## src/dfu_pkg.sv

```systemverilog
`default_nettype none

package dfu_pkg;

	localparam int STAGE_BYTES = 262144;

	localparam int CFG_INDEX_W = 2;
	localparam int CFG_DATA_W  = 24;

	localparam logic [CFG_INDEX_W-1:0] REG_MAX_IMAGE_BYTES  = 2'd0;
	localparam logic [CFG_INDEX_W-1:0] REG_MIN_IMAGE_BYTES  = 2'd1;
	localparam logic [CFG_INDEX_W-1:0] REG_MANIFEST_POLL_MS = 2'd2;

	localparam logic [18:0] MAX_IMAGE_RESET  = 19'd262144;
	localparam logic [18:0] MIN_IMAGE_RESET  = 19'd4096;
	localparam logic [23:0] POLL_MS_RESET    = 24'd500;

	localparam logic [2:0] OP_DETACH    = 3'd0;
	localparam logic [2:0] OP_DNLOAD    = 3'd1;
	localparam logic [2:0] OP_UPLOAD    = 3'd2;
	localparam logic [2:0] OP_GETSTATUS = 3'd3;
	localparam logic [2:0] OP_CLRSTATUS = 3'd4;
	localparam logic [2:0] OP_GETSTATE  = 3'd5;
	localparam logic [2:0] OP_ABORT     = 3'd6;
	localparam logic [2:0] OP_BUS_RESET = 3'd7;

	localparam logic [2:0] STATUS_OK       = 3'd0;
	localparam logic [2:0] STATUS_ADDRESS  = 3'd1;
	localparam logic [2:0] STATUS_NOTDONE  = 3'd2;
	localparam logic [2:0] STATUS_FIRMWARE = 3'd3;
	localparam logic [2:0] STATUS_STALLED  = 3'd4;

	localparam logic [7:0] HEADER_MAGIC = 8'hEA;

	localparam logic [2:0] REPLY_GETSTATUS = 3'd6;
	localparam logic [2:0] REPLY_GETSTATE  = 3'd1;
	localparam logic [2:0] REPLY_NONE      = 3'd0;

	typedef enum logic [3:0] {
		ST_IDLE      = 4'd2,
		ST_DN_SYNC   = 4'd3,
		ST_DN_IDLE   = 4'd5,
		ST_MAN_SYNC  = 4'd6,
		ST_MAN       = 4'd7,
		ST_MAN_WAIT  = 4'd8,
		ST_FAULT     = 4'd10
	} state_t;

	typedef struct packed {
		logic [2:0]  operation;
		logic [15:0] block_number;
		logic [15:0] payload_length;
		logic [7:0]  header_byte;
	} req_t;

	typedef struct packed {
		logic        stalled;
		logic [2:0]  reported_status;
		logic [3:0]  reported_state;
		logic [23:0] poll_timeout_ms;
		logic [2:0]  reply_bytes;
		logic        stage_write;
		logic [17:0] stage_offset;
		logic        burn_pending;
	} rsp_t;

	typedef struct packed {
		logic [18:0] max_image_bytes;
		logic [18:0] min_image_bytes;
		logic [23:0] manifest_poll_ms;
	} cfg_t;

	typedef struct packed {
		state_t      state;
		logic [2:0]  status;
		logic [18:0] staged_bytes;
		logic [18:0] next_block;
		logic        ready_flag;
		logic [7:0]  image_byte_three;
	} ctx_t;

endpackage

`default_nettype wire

```

## src/dfu_cfg_regs.sv

```systemverilog
`default_nettype none

module dfu_cfg_regs (
	input  wire logic                             clk,
	input  wire logic                             arst_n,
	input  wire logic                             cfg_we,
	input  wire logic [dfu_pkg::CFG_INDEX_W-1:0]  cfg_index,
	input  wire logic [dfu_pkg::CFG_DATA_W-1:0]   cfg_data,
	output dfu_pkg::cfg_t                         cfg
);

	dfu_pkg::cfg_t cfg_q;

	always_ff @(posedge clk or negedge arst_n) begin
		if (!arst_n) begin
			cfg_q.max_image_bytes  <= dfu_pkg::MAX_IMAGE_RESET;
			cfg_q.min_image_bytes  <= dfu_pkg::MIN_IMAGE_RESET;
			cfg_q.manifest_poll_ms <= dfu_pkg::POLL_MS_RESET;
		end else if (cfg_we) begin
			unique case (cfg_index)
				dfu_pkg::REG_MAX_IMAGE_BYTES: begin
					cfg_q.max_image_bytes <= cfg_data[18:0];
				end
				dfu_pkg::REG_MIN_IMAGE_BYTES: begin
					cfg_q.min_image_bytes <= cfg_data[18:0];
				end
				dfu_pkg::REG_MANIFEST_POLL_MS: begin
					cfg_q.manifest_poll_ms <= cfg_data;
				end
				default: begin
				end
			endcase
		end
	end

	assign cfg = cfg_q;

endmodule

`default_nettype wire

```

## src/dfu_step.sv

```systemverilog
`default_nettype none

module dfu_step (
	input  wire dfu_pkg::ctx_t ctx,
	input  wire dfu_pkg::cfg_t cfg,
	input  wire dfu_pkg::req_t req,
	output dfu_pkg::ctx_t ctx_next,
	output dfu_pkg::rsp_t rsp
);

	logic        fresh;
	logic [18:0] staged_base;
	logic [18:0] block_base;
	logic [19:0] staged_sum;
	logic [19:0] stage_limit;
	logic        block_ok;
	logic        size_ok;
	logic        covers_header;
	logic        image_ok;

	// A download that starts from idle counts from zero.
	assign fresh       = (ctx.state == dfu_pkg::ST_IDLE);
	assign staged_base = fresh ? '0 : ctx.staged_bytes;
	assign block_base  = fresh ? '0 : ctx.next_block;
	assign staged_sum  = {1'b0, staged_base} + {4'd0, req.payload_length};
	assign stage_limit = (32'(cfg.max_image_bytes) < dfu_pkg::STAGE_BYTES)
		? {1'b0, cfg.max_image_bytes} : 20'(dfu_pkg::STAGE_BYTES);
	assign block_ok      = ({3'd0, req.block_number} == block_base);
	assign size_ok       = (staged_sum <= stage_limit);
	assign covers_header = (staged_base <= 19'd3) && (staged_sum > 20'd3);
	assign image_ok      = (ctx.staged_bytes >= cfg.min_image_bytes)
		&& (ctx.staged_bytes <= cfg.max_image_bytes)
		&& (ctx.image_byte_three == dfu_pkg::HEADER_MAGIC);

	always_comb begin
		ctx_next            = ctx;
		rsp                 = '0;
		rsp.reply_bytes     = dfu_pkg::REPLY_NONE;

		unique case (req.operation)
			dfu_pkg::OP_DNLOAD: begin
				if (req.payload_length != 16'd0) begin
					if (ctx.state != dfu_pkg::ST_IDLE && ctx.state != dfu_pkg::ST_DN_IDLE) begin
						ctx_next.status = dfu_pkg::STATUS_STALLED;
						ctx_next.state  = dfu_pkg::ST_FAULT;
						rsp.stalled     = 1'b1;
					end else begin
						if (fresh) begin
							ctx_next.staged_bytes     = '0;
							ctx_next.next_block       = '0;
							ctx_next.ready_flag       = 1'b0;
							ctx_next.image_byte_three = '0;
						end
						if (!block_ok || !size_ok) begin
							ctx_next.status = dfu_pkg::STATUS_ADDRESS;
							ctx_next.state  = dfu_pkg::ST_FAULT;
							rsp.stalled     = 1'b1;
						end else begin
							rsp.stage_write = 1'b1;
							rsp.stage_offset = staged_base[17:0];
							if (covers_header) begin
								ctx_next.image_byte_three = req.header_byte;
							end
							ctx_next.staged_bytes = staged_sum[18:0];
							ctx_next.next_block   = block_base + 19'd1;
							ctx_next.state        = dfu_pkg::ST_DN_SYNC;
						end
					end
				end else if (ctx.state != dfu_pkg::ST_DN_IDLE) begin
					ctx_next.status = dfu_pkg::STATUS_NOTDONE;
					ctx_next.state  = dfu_pkg::ST_FAULT;
					rsp.stalled     = 1'b1;
				end else begin
					ctx_next.state = dfu_pkg::ST_MAN_SYNC;
				end
			end
			dfu_pkg::OP_UPLOAD: begin
				rsp.stalled = 1'b1;
			end
			dfu_pkg::OP_GETSTATUS: begin
				rsp.reply_bytes = dfu_pkg::REPLY_GETSTATUS;
				if (ctx.state == dfu_pkg::ST_DN_SYNC) begin
					ctx_next.state = dfu_pkg::ST_DN_IDLE;
				end else if (ctx.state == dfu_pkg::ST_MAN_SYNC) begin
					if (image_ok) begin
						ctx_next.ready_flag = 1'b1;
						ctx_next.state      = dfu_pkg::ST_MAN;
						rsp.poll_timeout_ms = cfg.manifest_poll_ms;
					end else begin
						ctx_next.status = dfu_pkg::STATUS_FIRMWARE;
						ctx_next.state  = dfu_pkg::ST_FAULT;
					end
				end else if (ctx.state == dfu_pkg::ST_MAN) begin
					ctx_next.state = dfu_pkg::ST_MAN_WAIT;
				end
			end
			dfu_pkg::OP_CLRSTATUS: begin
				if (ctx.state == dfu_pkg::ST_FAULT) begin
					ctx_next.status = dfu_pkg::STATUS_OK;
					ctx_next.state  = dfu_pkg::ST_IDLE;
				end
			end
			dfu_pkg::OP_GETSTATE: begin
				rsp.reply_bytes = dfu_pkg::REPLY_GETSTATE;
			end
			dfu_pkg::OP_ABORT: begin
				if (ctx.state != dfu_pkg::ST_MAN && ctx.state != dfu_pkg::ST_MAN_WAIT) begin
					ctx_next.state        = dfu_pkg::ST_IDLE;
					ctx_next.staged_bytes = '0;
					ctx_next.next_block   = '0;
				end
			end
			dfu_pkg::OP_BUS_RESET: begin
				if (!ctx.ready_flag) begin
					ctx_next.state        = dfu_pkg::ST_IDLE;
					ctx_next.status       = dfu_pkg::STATUS_OK;
					ctx_next.staged_bytes = '0;
					ctx_next.next_block   = '0;
				end
			end
			dfu_pkg::OP_DETACH: begin
			end
		endcase

		rsp.reported_status = ctx_next.status;
		rsp.reported_state  = ctx_next.state;
		rsp.burn_pending    = ctx_next.ready_flag;
	end

endmodule

`default_nettype wire

```

## src/dfu_download_state_machine_core.sv

```systemverilog
// Device side of the DFU 1.1 download protocol, one class request per item.
// The req channel carries a request (or a bus reset) with its block number,
// length and the payload byte that would land at image offset 3. The rsp
// channel returns exactly one result per request: stall flag, status and state
// after the request, poll timeout, reply size, and the staging offset at which
// an outside memory is to store an accepted download payload.
// An accepted item is held in an input register; once the output register is
// empty or its result is being taken, the state is updated and the result is
// loaded into the output register, which drives rsp_valid. One request per
// cycle is sustained while rsp_ready is high. If the receiver stalls, the result
// waits in the output register and one more item may still be taken into the
// input register; further items wait on req_ready. The three configuration
// registers are written through cfg_we, cfg_index and cfg_data; the user must
// do so only while no request is in flight, as the block does not enforce it.
// Reset puts the block in the idle state with status ok, clears all counts,
// the image-ready flag and the header byte, empties both registers and loads
// the configuration defaults.
`default_nettype none

module dfu_download_state_machine_core (
	input  wire logic                             clk,
	input  wire logic                             arst_n,
	input  wire logic                             req_valid,
	output logic                                  req_ready,
	input  wire dfu_pkg::req_t                    req,
	output logic                                  rsp_valid,
	input  wire logic                             rsp_ready,
	output dfu_pkg::rsp_t                         rsp,
	input  wire logic                             cfg_we,
	input  wire logic [dfu_pkg::CFG_INDEX_W-1:0]  cfg_index,
	input  wire logic [dfu_pkg::CFG_DATA_W-1:0]   cfg_data
);

	dfu_pkg::cfg_t cfg;
	dfu_pkg::ctx_t ctx_q;
	dfu_pkg::ctx_t ctx_next;
	dfu_pkg::req_t req_s1;
	logic          valid_s1;
	dfu_pkg::rsp_t rsp_next;
	dfu_pkg::rsp_t rsp_s2;
	logic          valid_s2;
	logic          advance;

	dfu_cfg_regs u_cfg (
		.clk       (clk),
		.arst_n    (arst_n),
		.cfg_we    (cfg_we),
		.cfg_index (cfg_index),
		.cfg_data  (cfg_data),
		.cfg       (cfg)
	);

	dfu_step u_step (
		.ctx      (ctx_q),
		.cfg      (cfg),
		.req      (req_s1),
		.ctx_next (ctx_next),
		.rsp      (rsp_next)
	);

	assign advance   = valid_s1 && (!valid_s2 || rsp_ready);
	assign req_ready = !valid_s1 || advance;

	always_ff @(posedge clk or negedge arst_n) begin
		if (!arst_n) begin
			valid_s1 <= 1'b0;
		end else if (req_ready) begin
			valid_s1 <= req_valid;
		end
	end

	always_ff @(posedge clk) begin
		if (req_ready && req_valid) begin
			req_s1 <= req;
		end
	end

	always_ff @(posedge clk or negedge arst_n) begin
		if (!arst_n) begin
			ctx_q.state            <= dfu_pkg::ST_IDLE;
			ctx_q.status           <= dfu_pkg::STATUS_OK;
			ctx_q.staged_bytes     <= '0;
			ctx_q.next_block       <= '0;
			ctx_q.ready_flag       <= 1'b0;
			ctx_q.image_byte_three <= '0;
		end else if (advance) begin
			ctx_q <= ctx_next;
		end
	end

	always_ff @(posedge clk or negedge arst_n) begin
		if (!arst_n) begin
			valid_s2 <= 1'b0;
		end else if (advance) begin
			valid_s2 <= 1'b1;
		end else if (rsp_ready) begin
			valid_s2 <= 1'b0;
		end
	end

	always_ff @(posedge clk) begin
		if (advance) begin
			rsp_s2 <= rsp_next;
		end
	end

	assign rsp_valid = valid_s2;
	assign rsp       = rsp_s2;

	a_write_not_stalled: assert property (@(posedge clk) disable iff (!arst_n)
		valid_s2 && rsp_s2.stage_write |->
			!rsp_s2.stalled && rsp_s2.reported_state == dfu_pkg::ST_DN_SYNC)
		else $error("accepted download block reported with wrong stall or state");

	a_poll_only_on_manifest: assert property (@(posedge clk) disable iff (!arst_n)
		valid_s2 && rsp_s2.poll_timeout_ms != '0 |->
			rsp_s2.burn_pending && rsp_s2.reported_state == dfu_pkg::ST_MAN)
		else $error("poll timeout reported outside manifestation entry");

	a_ready_flag_states: assert property (@(posedge clk) disable iff (!arst_n)
		ctx_q.ready_flag |->
			ctx_q.state != dfu_pkg::ST_DN_SYNC && ctx_q.state != dfu_pkg::ST_DN_IDLE
			&& ctx_q.state != dfu_pkg::ST_MAN_SYNC)
		else $error("image ready flag set during a download");

	a_advance_fills_output: assert property (@(posedge clk) disable iff (!arst_n)
		advance |=> valid_s2 && ctx_q == $past(ctx_next))
		else $error("state update and result register out of step");

endmodule

`default_nettype wire
```

## config.mk

```make
export PLATFORM = sky130hd
export DESIGN_NAME = dfu_download_state_machine_core
export DESIGN_NICKNAME = d
export VERILOG_FILES = /design/src/dfu_pkg.sv /design/src/dfu_cfg_regs.sv /design/src/dfu_step.sv /design/src/dfu_download_state_machine_core.sv
export SDC_FILE = /design/constraint.sdc
export NUM_CORES = 1
export LEC_CHECK = 0
export BUFFER_PORTS_ARGS = -buffer_cell sky130_fd_sc_hd__buf_2
export CAP_MARGIN = 5
export CORE_MARGIN = 2
export CORE_UTILIZATION = 40
export DETAILED_ROUTE_END_ITERATION = 10
export PLACE_DENSITY = 0.57
export SLEW_MARGIN = 10
export SYNTH_ARGS = -nofsm -noshare
export SYNTH_HDL_FRONTEND = slang
export SYNTH_HIERARCHICAL = 1
export SYNTH_SLANG_ARGS = --single-unit
```

## constraint.sdc

```tcl
create_clock -name clk -period 12.85 [get_ports clk]
set_clock_uncertainty 0.15 [all_clocks]
set_input_delay 0.6425 -clock clk [delete_from_list [all_inputs] [get_ports clk]]
set_output_delay 0.6425 -clock clk [all_outputs]
set_load 0.05 [all_outputs]
```

# Word level (Yosys, flattened, before mapping)
# Index checks and enable logic that the tools add are counted.
[word_totals]
register_bits = 216
latchBits = 0
ram_bits = 0
rom_bits = 0
elab_cells = 130
memories = 0
[classes]
addsub = 2
multipliers = 0
div_mod_pow = 0
magnitude_cmp = 6
eq_ne = 25
n_shift = 0
muxes = 42
n_bitwise = 6
reduce_logical = 26
[op_table]
columns = ["operator", "count"]
rows = [
  ["2-to-1 mux 47 bit", 3],
  ["case mux 38 bit (3 select lines)", 1],
  ["2-to-1 mux 19 bit", 4],
  ["2-to-1 mux 38 bit", 2],
  ["2-to-1 mux 45 bit", 1],
  ["2-to-1 mux 4 bit", 7],
  ["2-to-1 mux 7 bit", 3],
  ["adder 19 x 16 -> 20 bit", 1],
  ["greater-than comparator 20 x 2 -> 1 bit (second input constant)", 1],
  ["<= comparator 20 bit", 1],
  ["case mux 4 bit (5 select lines)", 1],
  ["adder 19 x 1 -> 19 bit (second input constant)", 1],
  ["equality test 16 x 19 -> 1 bit", 1],
  ["greater-or-equal comparator 19 bit", 1],
  ["<= comparator 19 bit", 1],
  ["<= comparator 19 x 2 -> 1 bit (second input constant)", 1],
  ["< comparator 19 bit (second input constant)", 1],
  ["2-to-1 mux 8 bit", 2],
  ["nonzero test 16 bit", 1],
  ["2-to-1 mux 3 bit", 5],
  ["equality test 3 bit (second input constant)", 4],
  ["case mux 3 bit (4 select lines)", 1],
  ["2-to-1 mux 1 bit", 9],
  ["equality test 4 x 2 -> 1 bit (second input constant)", 2],
  ["27 further kinds", 52],
]

# Longest topological paths before layout
[depth]
ltp_word = 10
ltp_mapped = 33
mapped_depth_nobuf = 25

# Hierarchy
# The synthesis kept the hierarchy.
[modules_own_cells]
columns = ["mod", "n_inst", "cells_per_inst", "area_per_inst_um2", "seq_area_each_um2"]
rows = [
  ["dfu_download_state_machine_core", 1, 220, 5248.8, 4345.4],
  ["dfu_step", 1, 761, 4969.8, 0.0],
  ["dfu_cfg_regs", 1, 133, 2409.8, 1561.5],
]

# Worst setup path after synthesis
# No wires, ideal clock.
[synth_timing]
path_type = "flip-flop to flip-flop"
startpoint = "register ctx_q[51] in the netlist's numbering"
endpoint = "register ctx_q[21] in the netlist's numbering"
arrival_time_ps = 6188
required_ps = 12575
slack_ps = 6387
path_stages_with_launch = 29
period_less_slack_ps = 6463
path_cell_list = "dfstp_2 or4b_4 buf_6 buf_6 clkbuf_1 clkbuf_1 clkbuf_1 and2_1 ha_1 a21o_1 a31o_2 a211o_1 a21oi_1 a21oi_1 o21ai_2 nor2_1 xnor2_1 nor2_1 ha_1 a2111oi_0 nand2_1 o21ai_0 and4bb_2 o21ai_4 nor4_1 a41oi_1 o21ai_0 nand2_1 mux2_4"
[synth_lines]
columns = ["item", "line_no", "text"]
rows = [
  ["start: declaration", "dfu_download_state_machine_core.sv:35", "dfu_pkg::ctx_t ctx_q;"],
  ["start signal: assignment", "dfu_download_state_machine_core.sv:87", "ctx_q <= ctx_next;"],
]

# Worst setup path in the final report
[layout_timing]
startpoint = "register ctx_q[50] in the netlist's numbering"
endpoint = "register ctx_q[4] in the netlist's numbering"
[layout_via]
elab_chain_len = 7
word_cells_on_any_way = 20
classes_between = "1 x add/sub; 3 x order compare; 4 x eq/ne; 5 x mux; 1 x bitwise; 6 x reduce/logical"
[layout_lines]
columns = ["item", "line_no", "text"]
rows = [
  ["equality test 4 x 2 -> 1 bit", "dfu_step.sv:22", "assign fresh = (ctx.state == dfu_pkg::ST_IDLE);"],
  ["2-to-1 mux 19 bit", "dfu_step.sv:23", "assign staged_base = fresh ? '0 : ctx.staged_bytes;"],
  ["adder 19 x 16 -> 20 bit", "dfu_step.sv:25", "assign staged_sum = {1'b0, staged_base} + {4'd0, req.payload_length};"],
  ["greater-than comparator 20 x 2 -> 1 bit / <= comparator 20 bit (equally long branches)", "dfu_step.sv:30, dfu_step.sv:29", ""],
  ["logical AND 1 bit / zero test 1 bit (equally long branches)", "dfu_step.sv:30, dfu_step.sv:54", ""],
  ["2-to-1 mux 8 bit / logical OR 1 bit (equally long branches)", "dfu_step.sv:61, dfu_step.sv:54", ""],
  ["2-to-1 mux 8 bit", "dfu_step.sv:54", "if (!block_ok || !size_ok) begin"],
]
# Parallel ways exist; a longest one is shown, timed or not. The select of a mux whose other input is x is not followed.
# A chain may end at the register's enable or synchronous reset.

==> impl_metrics.py <==
metrics = {
    "synth": {
        "yosysTopAreaCell": "edfxtp_1",
        "synth_edf_count": 98,
        "synthFlopType": "dfrtp_1",
        "synthArstFlopShare": 0.5463,
        "synth_cell_types": 85,
        "synth-seq-area-share": 0.4677,
        "syn-mean-instance-area_um2": 11.34,
        "yosysMostFrequentCell": "dfrtp_1",
        "synth_top_area_share": 0.2330,
        "synth-seq-cells": 216,
        "postSynthCellCount": 1114,
        "synth_common_cells": "dfrtp_1, edfxtp_1, nand2_1",
        "syn_nets": 1259,
        "synthTopCellsByArea": "edfxtp_1, dfrtp_1, ha_1",
        "synth_area_um2": 12630,
        "yosysWarnings": 6,
    },
    "status": {
        "status": "finished, final reports clean",
    },
    "layout": {
        "drive_gt1_frac": 0.2689,
        "nets": 1368,
        "area_growth_pct": 13.74,
        "regArea_um2": 5907,
        "finalInstanceArea_um2": 14360,
        "fillers": 2934,
        "fin_cells": 1644,
        "antenna_cells": 0,
        "multiInputGateArea_um2": 6113,
    },
    "power": {
        "ir_drop_v": 0.00008378,
        "p_leak_nw": 6.466,
        "total_power_mw": 1.945,
        "power.density_nw_per_um2": 135.4,
    },
    "route": {
        "routed_wl_um": 31070,
        "wire_per_inst_um": 18.90,
        "viasPerCell": 5.458,
        "drt_first_pass_iters": 5,
        "drc_errors": 0,
        "drtIter0Drc": 568,
        "vias": 8973,
        "postRouteAntennaNets": 0,
    },
    "critical_path": {
        "cpPeakStageDelay_ns": 0.85,
        "cp_data_arrival_time_ns": 7.17,
        "r2r-end": "ctx_q[4]",
        "crit_chain": "or4b_4 -> and2_1 -> ha_1 -> a21o_1 -> a31o_2 -> a211o_1 -> a21oi_1 -> a21oi_1 -> o21ai_2 -> nor2_1 -> xnor2_1 -> nor2_1 -> ha_1 -> a2111oi_0 -> nand2_1 -> o21ai_0 -> and4bb_2 -> o21a_1 -> nand2_2 -> inv_2 -> nand3b_4 -> mux2i_1 -> mux2_4",
        "critical_path_class": "reg2reg",
        "required_ns": 13.11,
        "end_kind": "flip-flop",
        "cpMaxStageDelayCell": "or4b_4",
        "rr_startpoint": "ctx_q[50]",
        "crit_fanout": 42,
        "critical_path.startpoint_type": "flip-flop",
        "reg2reg_depth": 23,
        "cp_num_buf_inv": 1,
        "ff2ff_setup_slack_ns": 5.94,
        "crit_family": "compound AO/OA/AOI/OAI gates",
    },
    "global_route": {
        "grt_usage": 0.1883,
        "grt.overflow.total": 0,
        "grt_pass1_wl_um": 49530,
        "grt_pass1_vias": 8590,
        "grt_max_degree": 79,
        "antenna_found_initial": 0,
    },
    "clocking": {
        "root_buffer": "clkbuf_16",
        "cts_buffers": 25,
        "cts_tree": "done",
        "cts.path.max_buffers": 3,
        "insertion_delay_ns": 0.53,
        "path_clk_slew_ns": 0.06,
        "cts.sinks": 216,
        "post_cts_buffers": 0,
        "cts-htree-levels": 1,
    },
    "floorplanning": {
        "pin_count": 131,
        "die-area_um2": 33010,
        "die_h_um": 181.7,
        "placementRows": 65,
        "core_um2": 31310,
        "start_util": 0.4033,
        "die_w_um": 181.7,
    },
    "sta": {
        "period_minus_slack_ns": 6.909,
        "hold_viol_final": 0,
        "tightest_slew_ns": 1.078,
        "fmax_mhz": 144.7,
        "rsz0062_at_grt": "false",
        "setup_viol": 0,
        "slew_viol_final": 0,
        "setup_tns_ns": 0,
        "post-route-period-util": 0.5377,
        "slew_headroom": 0.2788,
    },
    "placement": {
        "gp_congestion": 0.9469,
        "hpwl_um": 21930,
        "postPlaceCellArea_um2": 13480,
        "place_inst": 1597,
        "port_buffers": 130,
    },
    "hold_path": {
        "whs_path_depth": 1,
        "worstHoldStart": "req[13]",
        "holdPathEnd": "req_s1[13]",
        "hp-class": "in2reg",
    },
    "flow_run": {
        "cap_violations": 0,
    },
}
-- layout make-up --
| class | instances | area share |
|---|---|---|
| Clock buffer | 31 | 0.04582 |
| Clock inverter | 15 | 0.01472 |
| Inverter | 62 | 0.01620 |
| Multi-Input combinational cell | 777 | 0.4256 |
| Sequential cell | 216 | 0.4112 |
| Tap cell | 402 | 0.03502 |
| Timing Repair Buffer | 141 | 0.05139 |
-- flip-flops by register name, summed over array words and instances, names as in the netlist --
register	count
ctx_q	54
req_s1	43
rsp	55
rsp_valid	1
u_cfg/cfg	62
valid_s1	1
-- layer usage --
metal | GRT usage | part of all wire
met5 | 0 | 0
met4 | 0.04325 | 0.017
met3 | 0.03008 | 0.057
met2 | 0.2779 | 0.43
met1 | 0.2888 | 0.50
-- cells by family (layout without fill, tap and decap cells) --
logic type	count (synthesis)	count (layout)	synth area share
buf+inv	121	249	0.04894
simple gates	343	343	0.1511
xor+xnor	24	24	0.01665
fa+ha+maj	73	73	0.07203
flops	216	216	0.4678
compound gates	213	213	0.1162
mux	124	124	0.1273
-- timing repair --
item,4_1_cts,5_1_grt
hold buffers,1,0
gates resized for setup,0,0
hold endpoints to repair,39,0
-- where the power goes --
group / internal (mW) / total, mW / switching (mW)
clock: 0.465 / 0.755 / 0.290
sequential: 0.794 / 0.836 / 0.0411
combinational: 0.129 / 0.354 / 0.225
-- metrics by stage --
step	util	setup WS (ns)	hold WS [ns]
final	0.4587	5.941	0.1396
after global routing	0.4587	5.467	0.1165
after CTS	0.4587	5.946	0.1151
after detailed placement	0.4306	5.950	0.3357
after global placement	0.4306	6.113	0.3283
after floorplan	-	6.387	0.1969
-- placed cells by master (no fill, tap or decap), types with 54 or more instances in the layout --
master	instances
mux2_2	56
buf_2	129
inv_1	59
nand2_1	84
dfrtp_1	109
and2_1	55
ha_1	71
mux2_4	59
edfxtp_1	98
a21oi_1	54
-- worst max path at each step --
| stage | startpoint | endpoint | slack (ns) | depth (start not counted) |
|---|---|---|---|---|
| after global routing | ctx_q[50] | ctx_q[4] | 5.47 | 23 |
| final | ctx_q[50] | ctx_q[4] | 5.94 | 23 |
| after floorplan | ctx_q[51] | ctx_q[21] | 6.39 | 28 |
| after detailed placement | ctx_q[50] | ctx_q[4] | 5.95 | 23 |
| after CTS | ctx_q[50] | ctx_q[4] | 5.95 | 23 |
| after global placement | ctx_q[50] | ctx_q[3] | 6.11 | 23 |
Power figures use the tool's default switching activity.
